[config.mk]
export PLATFORM = sky130hd
export DESIGN_NAME = mtsc_rot_cell
export DESIGN_NICKNAME = d
export VERILOG_FILES = /design/src/hw/rtl/mtsc_pkg.sv /design/src/hw/rtl/mtsc_rot_cell.sv
export SDC_FILE = /design/constraint.sdc
export NUM_CORES = 1
export LEC_CHECK = 0
export BUFFER_PORTS_ARGS = -buffer_cell sky130_fd_sc_hd__buf_4
export CORE_ASPECT_RATIO = 0.7
export CORE_MARGIN = 4
export CORE_UTILIZATION = 30
export DETAILED_ROUTE_END_ITERATION = 7
export GPL_TIMING_DRIVEN = 1
export PLACE_DENSITY_LB_ADDON = 0.3
export SETUP_SLACK_MARGIN = 0.4
export SKIP_LAST_GASP = 1
export SLEW_MARGIN = 25
export SYNTH_ARGS = -nofsm -noshare
export SYNTH_HDL_FRONTEND = slang
export SYNTH_SLANG_ARGS = --single-unit
[constraint.sdc]
create_clock -name clk -period 22.7 [get_ports clk]
set_input_delay 3.405 -clock clk [delete_from_list [all_inputs] [get_ports clk]]
set_output_delay 3.405 -clock clk [all_outputs]
set_load 0.02 [all_outputs]
[src/hw/rtl/mtsc_pkg.sv]
// ----------------------------------------------------------------------------
// mtsc_pkg
// shared types, constants and helpers of the machine terminal signal unit
// ----------------------------------------------------------------------------
package mtsc_pkg;

  localparam int CORDIC_STAGES = 16;
  localparam int ATAN_COUNT    = 30;
  localparam int ROT_STAGES    = (CORDIC_STAGES < ATAN_COUNT) ? CORDIC_STAGES : ATAN_COUNT;
  localparam int ROT_W         = 5;
  localparam int RED_STEPS     = 15;
  localparam int RED_W         = 4;

  localparam int TWO_PI_Q    = 411775;
  localparam int PI_Q        = 205887;
  localparam int HALF_PI_Q   = 102944;
  localparam int CORDIC_GAIN = 652032874;

  // configuration register indexes
  typedef enum logic [1:0] {
    REG_RS   = 2'd0,
    REG_XD   = 2'd1,
    REG_XDP  = 2'd2,
    REG_KIND = 2'd3
  } reg_idx_t;

  typedef enum logic [1:0] {
    KIND_CLASSICAL = 2'd0,
    KIND_THIRD     = 2'd1,
    KIND_FOURTH    = 2'd2,
    KIND_FIFTH     = 2'd3
  } kind_t;

  typedef struct packed {
    logic signed [31:0] v;
    logic signed [31:0] id;
    logic signed [31:0] iq;
    logic signed [31:0] efd;
    logic signed [31:0] flux;
  } side_t;

  typedef struct packed {
    logic [33:0] acc;
    side_t       side;
  } red_t;

  typedef struct packed {
    logic signed [33:0] x;
    logic signed [33:0] y;
    logic signed [32:0] z;
    logic               neg;
    side_t              side;
  } rot_t;

  typedef struct packed {
    logic [30:0]        rs;
    logic signed [31:0] xdiff;
    kind_t              kind;
  } cfg_t;

  typedef struct packed {
    logic signed [31:0] vd;
    logic signed [31:0] vq;
    logic signed [31:0] power;
    logic signed [31:0] torque;
    logic signed [31:0] fc;
  } res_t;

  // 2*pi scaled by 2^k, the subtrahend of one reduction step
  function automatic logic [33:0] red_step(input logic [RED_W-1:0] k);
    return 34'(TWO_PI_Q) << k;
  endfunction

  function automatic logic [29:0] atan_q30(input logic [ROT_W-1:0] i);
    logic [29:0] a;
    unique case (i)
      5'd0:  a = 30'd843314856;
      5'd1:  a = 30'd497837829;
      5'd2:  a = 30'd263043836;
      5'd3:  a = 30'd133525158;
      5'd4:  a = 30'd67021686;
      5'd5:  a = 30'd33543515;
      5'd6:  a = 30'd16775850;
      5'd7:  a = 30'd8388437;
      5'd8:  a = 30'd4194282;
      5'd9:  a = 30'd2097149;
      5'd10: a = 30'd1048575;
      5'd11: a = 30'd524287;
      5'd12: a = 30'd262143;
      5'd13: a = 30'd131071;
      5'd14: a = 30'd65535;
      5'd15: a = 30'd32767;
      5'd16: a = 30'd16383;
      5'd17: a = 30'd8191;
      5'd18: a = 30'd4095;
      5'd19: a = 30'd2047;
      5'd20: a = 30'd1023;
      5'd21: a = 30'd511;
      5'd22: a = 30'd255;
      5'd23: a = 30'd127;
      5'd24: a = 30'd63;
      5'd25: a = 30'd31;
      5'd26: a = 30'd15;
      5'd27: a = 30'd8;
      5'd28: a = 30'd4;
      5'd29: a = 30'd2;
      default: a = 30'd0;
    endcase
    return a;
  endfunction

  function automatic logic signed [31:0] sat32(input logic signed [65:0] v);
    logic signed [31:0] r;
    if (v > 66'sd2147483647) r = 32'sh7fffffff;
    else if (v < -66'sd2147483648) r = 32'sh80000000;
    else r = v[31:0];
    return r;
  endfunction

endpackage

[src/hw/rtl/mtsc_rot_cell.sv]
// ----------------------------------------------------------------------------
// mtsc_rot_cell
// one cordic micro-rotation in rotation mode
// ----------------------------------------------------------------------------
module mtsc_rot_cell import mtsc_pkg::*; (
  input  logic             clk,
  input  logic             rst,
  input  logic [ROT_W-1:0] stage,
  input  logic             in_valid,
  output logic             in_ready,
  input  rot_t             in_data,
  output logic             out_valid,
  input  logic             out_ready,
  output rot_t             out_data
);

  logic signed [33:0] xs;
  logic signed [33:0] ys;
  logic signed [32:0] at;
  rot_t               data_next;

  assign in_ready = !out_valid || out_ready;

  always_comb begin
    xs        = in_data.x >>> stage;
    ys        = in_data.y >>> stage;
    at        = $signed({3'b000, atan_q30(stage)});
    data_next = in_data;
    if (!in_data.z[32]) begin
      data_next.x = in_data.x - ys;
      data_next.y = in_data.y + xs;
      data_next.z = in_data.z - at;
    end else begin
      data_next.x = in_data.x + ys;
      data_next.y = in_data.y - xs;
      data_next.z = in_data.z + at;
    end
  end

  always_ff @(posedge clk) begin
    if (rst) begin
      out_valid <= 1'b0;
    end else if (in_ready) begin
      out_valid <= in_valid;
    end
    if (in_ready && in_valid) out_data <= data_next;
  end

  // the vector never grows to magnitude 2.0 in q2.30 on either axis
  a_rot_bound: assert property (@(posedge clk) disable iff (rst)
    out_valid |-> (out_data.x < 34'sd2147483647 && out_data.x > -34'sd2147483647 &&
                   out_data.y < 34'sd2147483647 && out_data.y > -34'sd2147483647))
    else $error("cordic vector overflow");

endmodule

==> flow_summary_export.csv <==
group,metric,value,unit
cts,cts_buffers,29,
global_routing,grt_util_all_layers,21.0,%
critical_path,crit_type,"in2reg",
layout,final_util,39.1,%
power,p_int,1170,µW
hold_path,holdPathEnd,"out_valid",
critical_path,slowest_stage,"buf_4",
drt,drtPass1Iterations,7,
floorplanning,start_util,30.3,%
cts,cts_root_buffer,"clkbuf_16",
power,combPwrFrac,39.8,%
sta,drv_slew,0,
sta,tightest_slew,1030,ps
power,swShare,35.7,%
global_routing,grt_pass1_wl,112000,µm
drt,post_drt_wl_per_cell,24.0,µm
status,outcome,"finished clean",
synth,yosysWarnings,0,
cts,clkTransAtPathRegs,60,ps
critical_path,crit_fanout,64,
sta,rsz0062_at_grt,"no",
critical_path,cp_data_required_time,23080,ps
floorplanning,fp.dieArea,69900,µm²
sta,period_needed,9560,ps
critical_path,max_stage_delay,720,ps
critical_path,r2r_start,"out_valid",
power,pwr-share-seq,35.2,%
synth,yosysTopAreaCell,"edfxtp_1",
drt,ant_nets,0,
synth,synthesis.area,19700,µm²
synth,synth-main-ff-cell,"edfxtp_1",
synth,synth_cell_types,89,
floorplanning,die-width,314,µm
drt,wl,77400,µm
sta,fin_skew,52.9,ps
synth,synthTopCellsByArea,"edfxtp_1 (40%), mux4_2 (7.2%), ha_1 (6.7%)",
cts,cts_setup_buffers,0,
synth,synth_cells,1835,
floorplanning,rows,78,
layout,syn_to_final_growth,28.8,%
synth,synth_async_sr_flop_share,0,%
critical_path,start_kind,"input port",
hold_path,hold_class,"reg2reg",
cts,cts_sinks,263,
cts,htreeDepth,1,
global_routing,grt_pass1_vias,16966,
global_routing,gr-total-overflow,0,
layout,drive_gt1_share,31.2,%
floorplanning,ios,535,
synth,seq_area_frac_synth,40.1,%
placement,port_buffers,534,
cts,tritoncts,"yes",
run,cap_violations,0,
critical_path,cp_cell_sequence,"buf_4 > buf_4 > nor2_1 > mux2i_1 > a221oi_1 > a22oi_1 > and4bb_2 > nor3b_2 > a21oi_1 > xnor2_1 > ha_1 > nand3_1 > nor2_1 > nand3b_1 > a32oi_1 > a21oi_1 > a211oi_1 > o21ai_0 > o2111ai_1 > a21oi_1 > xnor2_1",
drt,drc,0,
sta,max_freq,105,MHz
sta,hold_viol,0,
cts,cts.path.max_buffers,3,
synth,syn_nets,2215,
floorplanning,die_y,222,µm
synth,syn_area_per_cell,10.7,µm²
sta,setup_viol,0,
synth,synth-edff-count,262,
sta,fin_crit_sh,42.1,%
drt,drtIter0Drc,1559,
sta,relSlewSlack,30.8,%
cts,cts_resized,0,
critical_path,critPathMostFrequentCell,"a21oi_1",
hold_path,worstHoldStart,"out_valid",
placement,dp_hpwl,60400,µm
synth,yosysTopAreaCellShare,40.0,%
layout,nNetsFinal,2707,
drt,vias,17449,
power,powerDensity,71.7,nW/µm²
sta,finalSetupTns,0,ps
global_routing,grt_antenna_before_repair,3,
cts,holdBufCountCts,0,
critical_path,r2r_cells,4,
placement,gp_congestion,0.957,
critical_path,r2r_setup_slack,19900,ps
critical_path,cp-end-kind,"register",
hold_path,min_delay_path_depth,2,
critical_path,reg2reg_to,"out_data[103]",
synth,synth_seq_cells,263,
power,power.net_switching,648,µW
power,power.leakage,0.0102,µW
power,vdd_drop_max,0.0601,mV
cts,insertion_delay,630,ps
drt,post_drt_via_cell_ratio,5.40,
critical_path,critPathArrivalTime,9940,ps
floorplanning,core,64900,µm²
power,power_frac_clock,25.1,%
global_routing,grt_max_degree,82,
cell type report:
cell class                      instances  area (µm²)
Antenna cell                            1        2.50
Clock buffer                           34         744
Clock inverter                         19         151
Fill cell                            6306       39500
Inverter                               41         154
Multi-Input combinational cell       1438       11200
Sequential cell                       263        7890
Tap cell                              880        1100
Timing Repair Buffer                  554        4170
synth_stat cells (all sizes together), types with 5 or more instances:
cell	n
edfxtp	262
nor2	165
a21oi	147
nand2	121
xnor2	115
ha	106
o21ai	93
mux2i	69
mux4	67
buf	60
xor2	59
inv	40
mux2	40
clkbuf	33
a21o	32
nor3	32
a211oi	29
nor2b	29
o22ai	29
nand2b	27
nand3	27
and2	23
o21a	22
and3	20
o211ai	16
a31oi	13
o21bai	12
a221oi	11
a22oi	9
o221ai	9
or3	9
a22o	7
nand4	7
o311ai	7
nor4	6
o31a	6
o31ai	5
or2	5
placed cells by master, fill, tap and decap left out, types with 32 or more instances in the layout:
| master | Yosys | layout |
|---|---|---|
| buf_4 | 10 | 551 |
| mux4_2 | 63 | 63 |
| edfxtp_1 | 262 | 262 |
| xnor2_1 | 115 | 115 |
| ha_1 | 106 | 106 |
| nand2_1 | 121 | 121 |
| o21ai_0 | 90 | 90 |
| nor2_1 | 165 | 164 |
| inv_1 | 39 | 39 |
| xor2_1 | 59 | 59 |
| mux2_2 | 37 | 37 |
| mux2i_1 | 69 | 69 |
| a21o_1 | 32 | 32 |
| a21oi_1 | 145 | 145 |
through the flow:
| step | cell area [µm²] | setup WS [ps] | total power (µW) | hold slack [ps] | std cells |
|---|---|---|---|---|---|
| finish | 25400 | 13140 | 1820 | 547 | 3230 |
| global route | 25400 | 12710 | 1920 | 567 | 3229 |
| CTS | 25400 | 13140 | 1840 | 548 | 3229 |
| detailed placement | 24500 | 12460 | 1370 | 539 | 3176 |
| global placement | 24500 | 12630 | 1360 | 510 | 3176 |
| floorplan | 19700 | 12390 | 1110 | 729 | 1835 |
worst max-delay path by stage:
stage                     cells past startpoint       endpoint  startpoint  slack (ps)
final                                        21  out_data[260]    stage[2]       13140
after global routing                         21  out_data[261]    stage[2]       12710
after CTS                                    21  out_data[223]    stage[0]       13140
after detailed placement                     21  out_data[223]    stage[0]       12460
after global placement                       23  out_data[261]    stage[0]       12630
after floorplan                               2    out_data[0]   out_ready       12390
critical path, delay by kind of cell:
family	cells	cell delay [ps]
buf+inv	2	1310
fa+ha+maj	1	380
mux	1	590
xor+xnor	2	310
simple gates	6	1440
compound gates	9	2440
sequential cells by signal (all words and copies together) (netlist names):
signal / flops
out_data: 262
out_valid: 1
layer usage:
layer	track usage (%)	share of wire, %	up-vias
met1	27.8	41	8484
met5	0	0.035	-
met3	6.14	10	104
li1	-	-	8008
met4	3.80	1.9	4
met2	34.6	47	849
power groups by stage:
stage | sequential, µW | combinational (µW) | clock [µW]
after CTS | 642 | 722 | 474
after floorplan | 731 | 382 | 0
after global placement | 649 | 715 | 0
after global routing | 645 | 783 | 496
after detailed placement | 650 | 717 | 0
final | 640 | 723 | 456
kinds of logic (layout without fill, tap and decap cells):
kind of cell / count (synthesis) / count (layout) / share of synthesized area (%)
AOI/OAI and AO/OA: 490 / 490 / 16.2
and+or+nand+nor: 489 / 489 / 12.1
DFF: 263 / 263 / 40.1
muxes: 176 / 176 / 13.6
xor gates and xnor gates: 174 / 174 / 7.74
buffers and inverters: 134 / 648 / 3.31
adders and majority gates: 109 / 109 / 7.04
other: 0 / 1 / 0
(Power assumes the default switching activity.)
