**config.mk**
```make
export PLATFORM = sky130hd
export DESIGN_NAME = mtsc_reduce_cell
export DESIGN_NICKNAME = d
export VERILOG_FILES = /design/src/hw/rtl/mtsc_pkg.sv /design/src/hw/rtl/mtsc_reduce_cell.sv
export SDC_FILE = /design/constraint.sdc
export NUM_CORES = 1
export LEC_CHECK = 0
export ABC_AREA = 1
export BUFFER_PORTS_ARGS = -buffer_cell sky130_fd_sc_hd__buf_2
export CAP_MARGIN = 5
export CORE_AREA = 2 2 154 156
export DETAILED_ROUTE_END_ITERATION = 10
export DIE_AREA = 0 0 156 158
export PLACE_DENSITY_LB_ADDON = 0.12
export SLEW_MARGIN = 20
export SYNTH_ARGS = -nofsm -noshare
export SYNTH_HDL_FRONTEND = slang
export SYNTH_SLANG_ARGS = --single-unit
```
**constraint.sdc**
```tcl
create_clock -name clk -period 13 [get_ports clk]
set_clock_uncertainty 0.2 [all_clocks]
set_input_delay 2.6 -clock clk [delete_from_list [all_inputs] [get_ports clk]]
set_output_delay 2.6 -clock clk [all_outputs]
set_load 0.01 [all_outputs]
```
**src/hw/rtl/mtsc_pkg.sv**
```systemverilog
// ----------------------------------------------------------------------------
// mtsc_pkg
// shared types, constants and helpers of the machine terminal signal unit
// ----------------------------------------------------------------------------
package mtsc_pkg;

  localparam int CORDIC_STAGES = 16;
  localparam int ATAN_COUNT    = 30;
  localparam int ROT_STAGES    = (CORDIC_STAGES < ATAN_COUNT) ? CORDIC_STAGES : ATAN_COUNT;
  localparam int ROT_W         = 5;
  localparam int RED_STEPS     = 15;
  localparam int RED_W         = 4;

  localparam int TWO_PI_Q    = 411775;
  localparam int PI_Q        = 205887;
  localparam int HALF_PI_Q   = 102944;
  localparam int CORDIC_GAIN = 652032874;

  // configuration register indexes
  typedef enum logic [1:0] {
    REG_RS   = 2'd0,
    REG_XD   = 2'd1,
    REG_XDP  = 2'd2,
    REG_KIND = 2'd3
  } reg_idx_t;

  typedef enum logic [1:0] {
    KIND_CLASSICAL = 2'd0,
    KIND_THIRD     = 2'd1,
    KIND_FOURTH    = 2'd2,
    KIND_FIFTH     = 2'd3
  } kind_t;

  typedef struct packed {
    logic signed [31:0] v;
    logic signed [31:0] id;
    logic signed [31:0] iq;
    logic signed [31:0] efd;
    logic signed [31:0] flux;
  } side_t;

  typedef struct packed {
    logic [33:0] acc;
    side_t       side;
  } red_t;

  typedef struct packed {
    logic signed [33:0] x;
    logic signed [33:0] y;
    logic signed [32:0] z;
    logic               neg;
    side_t              side;
  } rot_t;

  typedef struct packed {
    logic [30:0]        rs;
    logic signed [31:0] xdiff;
    kind_t              kind;
  } cfg_t;

  typedef struct packed {
    logic signed [31:0] vd;
    logic signed [31:0] vq;
    logic signed [31:0] power;
    logic signed [31:0] torque;
    logic signed [31:0] fc;
  } res_t;

  // 2*pi scaled by 2^k, the subtrahend of one reduction step
  function automatic logic [33:0] red_step(input logic [RED_W-1:0] k);
    return 34'(TWO_PI_Q) << k;
  endfunction

  function automatic logic [29:0] atan_q30(input logic [ROT_W-1:0] i);
    logic [29:0] a;
    unique case (i)
      5'd0:  a = 30'd843314856;
      5'd1:  a = 30'd497837829;
      5'd2:  a = 30'd263043836;
      5'd3:  a = 30'd133525158;
      5'd4:  a = 30'd67021686;
      5'd5:  a = 30'd33543515;
      5'd6:  a = 30'd16775850;
      5'd7:  a = 30'd8388437;
      5'd8:  a = 30'd4194282;
      5'd9:  a = 30'd2097149;
      5'd10: a = 30'd1048575;
      5'd11: a = 30'd524287;
      5'd12: a = 30'd262143;
      5'd13: a = 30'd131071;
      5'd14: a = 30'd65535;
      5'd15: a = 30'd32767;
      5'd16: a = 30'd16383;
      5'd17: a = 30'd8191;
      5'd18: a = 30'd4095;
      5'd19: a = 30'd2047;
      5'd20: a = 30'd1023;
      5'd21: a = 30'd511;
      5'd22: a = 30'd255;
      5'd23: a = 30'd127;
      5'd24: a = 30'd63;
      5'd25: a = 30'd31;
      5'd26: a = 30'd15;
      5'd27: a = 30'd8;
      5'd28: a = 30'd4;
      5'd29: a = 30'd2;
      default: a = 30'd0;
    endcase
    return a;
  endfunction

  function automatic logic signed [31:0] sat32(input logic signed [65:0] v);
    logic signed [31:0] r;
    if (v > 66'sd2147483647) r = 32'sh7fffffff;
    else if (v < -66'sd2147483648) r = 32'sh80000000;
    else r = v[31:0];
    return r;
  endfunction

endpackage

```
**src/hw/rtl/mtsc_reduce_cell.sv**
```systemverilog
// ----------------------------------------------------------------------------
// mtsc_reduce_cell
// one conditional subtract of 2*pi*2^k in the angle reduction chain
// ----------------------------------------------------------------------------
module mtsc_reduce_cell import mtsc_pkg::*; (
  input  logic             clk,
  input  logic             rst,
  input  logic [RED_W-1:0] stage,
  input  logic             in_valid,
  output logic             in_ready,
  input  red_t             in_data,
  output logic             out_valid,
  input  logic             out_ready,
  output red_t             out_data
);

  logic [33:0] step;
  red_t        data_next;

  assign in_ready = !out_valid || out_ready;

  always_comb begin
    step      = red_step(stage);
    data_next = in_data;
    if (in_data.acc >= step) data_next.acc = in_data.acc - step;
  end

  always_ff @(posedge clk) begin
    if (rst) begin
      out_valid <= 1'b0;
    end else if (in_ready) begin
      out_valid <= in_valid;
    end
    if (in_ready && in_valid) out_data <= data_next;
  end

  // after the step the remainder is below this cell's subtrahend
  a_red_bound: assert property (@(posedge clk) disable iff (rst)
    out_valid |-> (out_data.acc < red_step(stage)))
    else $error("reduction remainder out of range");

endmodule

```
==> results.json, run 1 <==
{
  "status": "complete, no violations",
  "cap_violations": 0,
  "clock_latency_ns": 0.42,
  "r2r_slack_ns": 10.54,
  "htreeDepth": 4,
  "multi_input_area_um2": 2910,
  "nets": 1532,
  "end_kind": "output pin",
  "die_area_um2": 24600,
  "drtIter0Drc": 537,
  "wl_um": 29600,
  "start_util": 0.400,
  "total_power_w": 0.00165,
  "setup_viol": 0,
  "vias": 7680,
  "cts_tree": "yes",
  "antenna_cells": 0,
  "io_buffers": 397,
  "die_x_um": 156,
  "viasPerCell": 4.82,
  "hold_end": "out_valid",
  "drt-wirelength-per-cell_um": 18.6,
  "worstPathArrival_ns": 3.09,
  "yosysWarnings": 0,
  "yosysUniqueCellTypes": 37,
  "synth_edf_count": 194,
  "whs_path_depth": 2,
  "cts_setup_buffers": 0,
  "p_leak_nw": 5.83,
  "fp.dieH_um": 158,
  "min_period_ns": 5.89,
  "fp.coreArea_um2": 23100,
  "cts_hold_buf": 0,
  "vdd_drop_max_mv": 0.0754,
  "synthesis.nets": 1124,
  "rr_startpoint": "out_valid",
  "ys_top_cells_by_area": "edfxtp_1 63%, nand2_1 12%, ha_1 5.4%, inv_1 4.2%, nor2_1 2.4%",
  "grt_pass1_vias": 7176,
  "clkSinkCount": 195,
  "syn_area_um2": 9220,
  "drc_errors": 0,
  "synth_seq_cells": 195,
  "grt.overflow.total": 0,
  "cp_max_fo": 2,
  "hold_viol_final": 0,
  "clk_pin_slew_ns": 0.07,
  "grt_pass1_wl_um": 41800,
  "hold_path.class": "reg2reg",
  "seqCellArea_um2": 5850,
  "worstMarginPinSlew_ns": 0.986,
  "numCtsBuffers": 17,
  "nFillCells": 2166,
  "first_pass_iters": 5,
  "antenna_found_initial": 2,
  "rsz0062_at_grt": "false",
  "synthFlopType": "edfxtp_1",
  "grt_usage": 0.231,
  "critical_path_class": "in2out",
  "syn_to_final_growth_pct": 32.0,
  "grt_max_degree": 78,
  "slew_headroom": 0.342,
  "required_ns": 10.20,
  "dp_hpwl_um": 23800,
  "yosysSeqAreaShare": 0.634,
  "r2r_end": "out_data[177]",
  "tns_ns": 0,
  "io_pins": 398,
  "antenna_left": 0,
  "synth.most_common_cell": "nand2_1",
  "fmax_ghz": 0.170,
  "drive_gt1_frac": 0.347,
  "synthCells": 881,
  "root_buffer": "clkbuf_16",
  "fin_crit_sh": 0.453,
  "pwr_density_cell_nw_per_um2": 136,
  "min-delay-start": "out_valid",
  "postPlaceCellArea_um2": 11500,
  "ys_async_sr_fraction": 0,
  "netlist.area_leader.share": 0.632,
  "synth_common_cells": "302 x nand2_1, 194 x edfxtp_1, 104 x inv_1, 58 x nor2_1, 40 x ha_1",
  "gp_congestion": 0.898,
  "rows": 56,
  "synth_top_cell_by_area": "edfxtp_1",
  "slew_violations": 0,
  "reg2regPathDepth": 3,
  "cp-start-kind": "primary input",
  "post_cts_resized": 0,
  "clk_path_buf_depth": 2,
  "synth_area_per_cell_um2": 10.5,
  "fin_area_um2": 12200
}
## metrics by stage
| step | hold slack (ns) | utilization | worst slack [ns] | cells |
|---|---|---|---|---|
| floorplan | 0.377 | - | 0.0310 | 881 |
| CTS | 0.355 | 0.528 | 7.11 | 1592 |
| finish | 0.347 | 0.528 | 7.11 | 1592 |
| global placement | 0.323 | 0.500 | 7.10 | 1560 |
| detailed placement | 0.342 | 0.500 | 6.97 | 1560 |
| global route | 0.377 | 0.528 | 7.09 | 1592 |
## logic make-up after synthesis
logic type	synth area share
AO/OA/AOI/OAI	0.0455
XOR/XNOR	0.0162
adder cells (fa/ha/maj)	0.0565
buffers and inverters	0.0516
flip-flops	0.634
AND/OR/NAND/NOR	0.196
## cell type report
| cell class | count | area share |
|---|---|---|
| flip-flops and latches | 195 | 0.480 |
| repair buffers | 400 | 0.165 |
| inverters | 106 | 0.0329 |
| well taps | 290 | 0.0298 |
| clock inverters | 15 | 0.0177 |
| clock buffers | 17 | 0.0350 |
| multi-input cells | 569 | 0.239 |
## cell usage in the layout, fill, tap and decap left out, types with 3 or more instances in the layout
cell type  netlist  layout
buf_2            0     397
nand3b_1        11      11
nor3_1           3       3
o21bai_1         3       3
clkbuf_16        0      17
nand2_1        302     302
nor2_1          58      58
o21ai_0         27      27
nor2_2           6       6
a21oi_1         35      34
ha_1            40      40
buf_4            3       3
edfxtp_1       194     194
nand2_2          4       4
nand3_1         34      34
clkinv_8         0       4
inv_12           0       3
inv_1          104     104
xor2_1          13      13
nand4_1          6       6
xnor2_1          4       4
inv_8            0       4
## state kept, by name, indices dropped and copies added (netlist names)
register and flops:
out_valid 1, out_data 194
## critical path, cell delays in order
cell	delay (ns)
buf_2	0.13
inv_1	0.12
nand2_1	0.09
buf_2	0.16
## power by group
group	internal, W	total [W]	switching, W
sequential	0.000750	0.000759	0.00000980
clock	0.000286	0.000569	0.000283
combinational	0.000115	0.000321	0.000206
total	0.00115	0.00165	0.000498
## worst max path at each step
stage	startpoint	endpoint	slack, ns	cells after the start
after floorplan	in_valid	out_data[0]	0.03	2
after global placement	stage[3]	out_data[182]	7.10	18
after detailed placement	stage[1]	out_data[184]	6.97	16
after CTS	out_ready	in_ready	7.11	4
after global routing	out_ready	in_ready	7.09	4
final	out_ready	in_ready	7.11	4
## per-layer routing
metal,part of all wire,wire length (um),GRT usage
met1,0.41,12000,0.289
met2,0.50,14700,0.394
met3,0.069,2050,0.0528
met4,0.026,773,0.0813
met5,0.00095,28,0
(Power assumes the default switching activity.)
==> run 2, diff against run 1 <==
==> constraint.sdc (replaced) <==
create_clock -name clk -period 4.9 [get_ports clk]
set_clock_uncertainty 0.2 [all_clocks]
set_input_delay 0.98 -clock clk [delete_from_list [all_inputs] [get_ports clk]]
set_output_delay 0.98 -clock clk [all_outputs]
set_load 0.01 [all_outputs]
==> results.json, run 2 (synthesis gave the netlist of run 1 again) <==
{
  "status": "complete, no violations",
  "fp.coreArea_um2": 23100,
  "setup_viol": 0,
  "hold_path.class": "reg2reg",
  "combPwrFrac": 0.199,
  "cp-start-kind": "primary input",
  "grt_util_met2": 0.392,
  "syn_to_final_growth_pct": 32.0,
  "vias": 7695,
  "crit_chain": "buf_2 > inv_1 > ha_1 > or2_2 > o21a_1 > o21ai_0 > ha_1 > nand2_1 > inv_1 > nand2_1 > nand3_1 > inv_1 > nand2_1 > nand2_1 > nand3_2 > nand2_2 > nand2_8 > inv_4 > nand2_1 > nand2_1",
  "cp_num_buf_inv": 5,
  "seqCellArea_um2": 5850,
  "use_met1": 0.301,
  "rows": 56,
  "clk_pin_slew_ns": 0.09,
  "drt-wirelength-per-cell_um": 18.8,
  "switching_share": 0.304,
  "busiest_layer": "met2",
  "antenna_left": 0,
  "pwr_density_cell_nw_per_um2": 353,
  "top_register": "out_data",
  "post-place-ws_ns": 0.483,
  "drtIter0Drc": 573,
  "gr-usage-met3": 0.0509,
  "grt_pass1_vias": 7080,
  "timing.critical_path.mode_cell": "nand2_1",
  "critical_path_class": "in2reg",
  "io_buffers": 397,
  "pwr-share-clk": 0.333,
  "instances_no_fill": 1596,
  "min_period_ns": 4.03,
  "cts_setup_buffers": 0,
  "largest_reg_flops": 194,
  "dp_hpwl_um": 24000,
  "die_area_um2": 24600,
  "gp_congestion": 0.913,
  "rsz0062_at_grt": "false",
  "slew_violations": 0,
  "slowest_delay_ns": 0.35,
  "grt_pass1_wl_um": 42200,
  "clkSinkCount": 195,
  "hold_viol_final": 0,
  "fp.dieH_um": 158,
  "root_buffer": "clkbuf_16",
  "grt_usage": 0.233,
  "cap_violations": 0,
  "fmax_ghz": 0.248,
  "worstMarginPinSlew_ns": 0.555,
  "viasPerCell": 4.82,
  "clock_latency_ns": 0.43,
  "required_ns": 5.00,
  "numCtsBuffers": 17,
  "cts_tree": "yes",
  "cts_hold_buf": 0,
  "tns_ns": 0,
  "grt_max_degree": 98,
  "critPathTopFamily": "simple AND/OR/NAND/NOR gates",
  "multi_input_area_um2": 2910,
  "fin_crit_sh": 0.823,
  "vdd_drop_max_mv": 0.256,
  "slowest_stage": "inv_4",
  "drive_gt1_frac": 0.348,
  "drc_errors": 0,
  "die_x_um": 156,
  "htreeDepth": 4,
  "slew_headroom": 0.630,
  "pwr-share-seq": 0.469,
  "grt.overflow.total": 0,
  "antenna_found_initial": 5,
  "p_int_w": 0.00299,
  "worstPathArrival_ns": 4.13,
  "dp.cells": 1561,
  "layout_commonest_cell": "buf_2",
  "p_leak_nw": 5.82,
  "nFillCells": 2125,
  "io_pins": 398,
  "nets": 1533,
  "fin_util": 0.528,
  "wl_um": 29900,
  "clk_path_buf_depth": 2,
  "end_kind": "flop",
  "layout_common_cells": "397 x buf_2, 302 x nand2_1, 194 x edfxtp_1",
  "cp_max_fo": 37,
  "start_util": 0.400,
  "setup_slack_ns": 0.868,
  "p_sw_w": 0.00131,
  "post_cts_resized": 0,
  "first_pass_iters": 5,
  "top_regs": "out_data x194, out_valid x1"
}
[run 2: layer usage]
layer	share of wire	vias to the layer above
li1	-	3772
met1	0.42	3581
met2	0.49	295
met3	0.064	43
met4	0.023	4
met5	0.0010	-
[run 2: final timing paths]
check	end	slack [ns]	from	cells after the start
max	out_data[182]	0.87	stage[1]	20
min	out_valid	0.34	out_valid	2
max reg2reg	out_data[112]	2.95	out_valid	2
min reg2reg	out_valid	0.34	out_valid	2
[run 2: tightest hold or removal path, stage by stage (launching register included)]
cell	delay, ns
dfxtp_1	0.35
nand2_1	0.09
a21oi_1	0.06
[run 2: power groups by stage]
stage	clock [W]	sequential [W]	combinational [W]
global placement	0	0.00205	0.000848
floorplan	0	0.00213	0.000433
detailed placement	0	0.00205	0.000853
CTS	0.00147	0.00202	0.000857
finish	0.00143	0.00202	0.000855
global route	0.00153	0.00203	0.000950
[run 2: through the flow]
step | area [um^2] | hold WS [ns] | power [W]
after detailed placement | 11600 | 0.324 | 0.00291
final | 12200 | 0.337 | 0.00430
after floorplan | 9230 | 0.409 | 0.00257
after global placement | 11600 | 0.320 | 0.00290
after CTS | 12200 | 0.337 | 0.00434
after global routing | 12200 | 0.381 | 0.00451
[run 2: area by class of cell]
type / instances / share of cell area
antenna: 3 / 0.000617
clock buffer: 17 / 0.0350
clock inverter: 15 / 0.0148
inverter: 106 / 0.0329
multi-input combinational: 569 / 0.239
sequential: 195 / 0.480
tap: 290 / 0.0298
timing repair buffer: 401 / 0.168
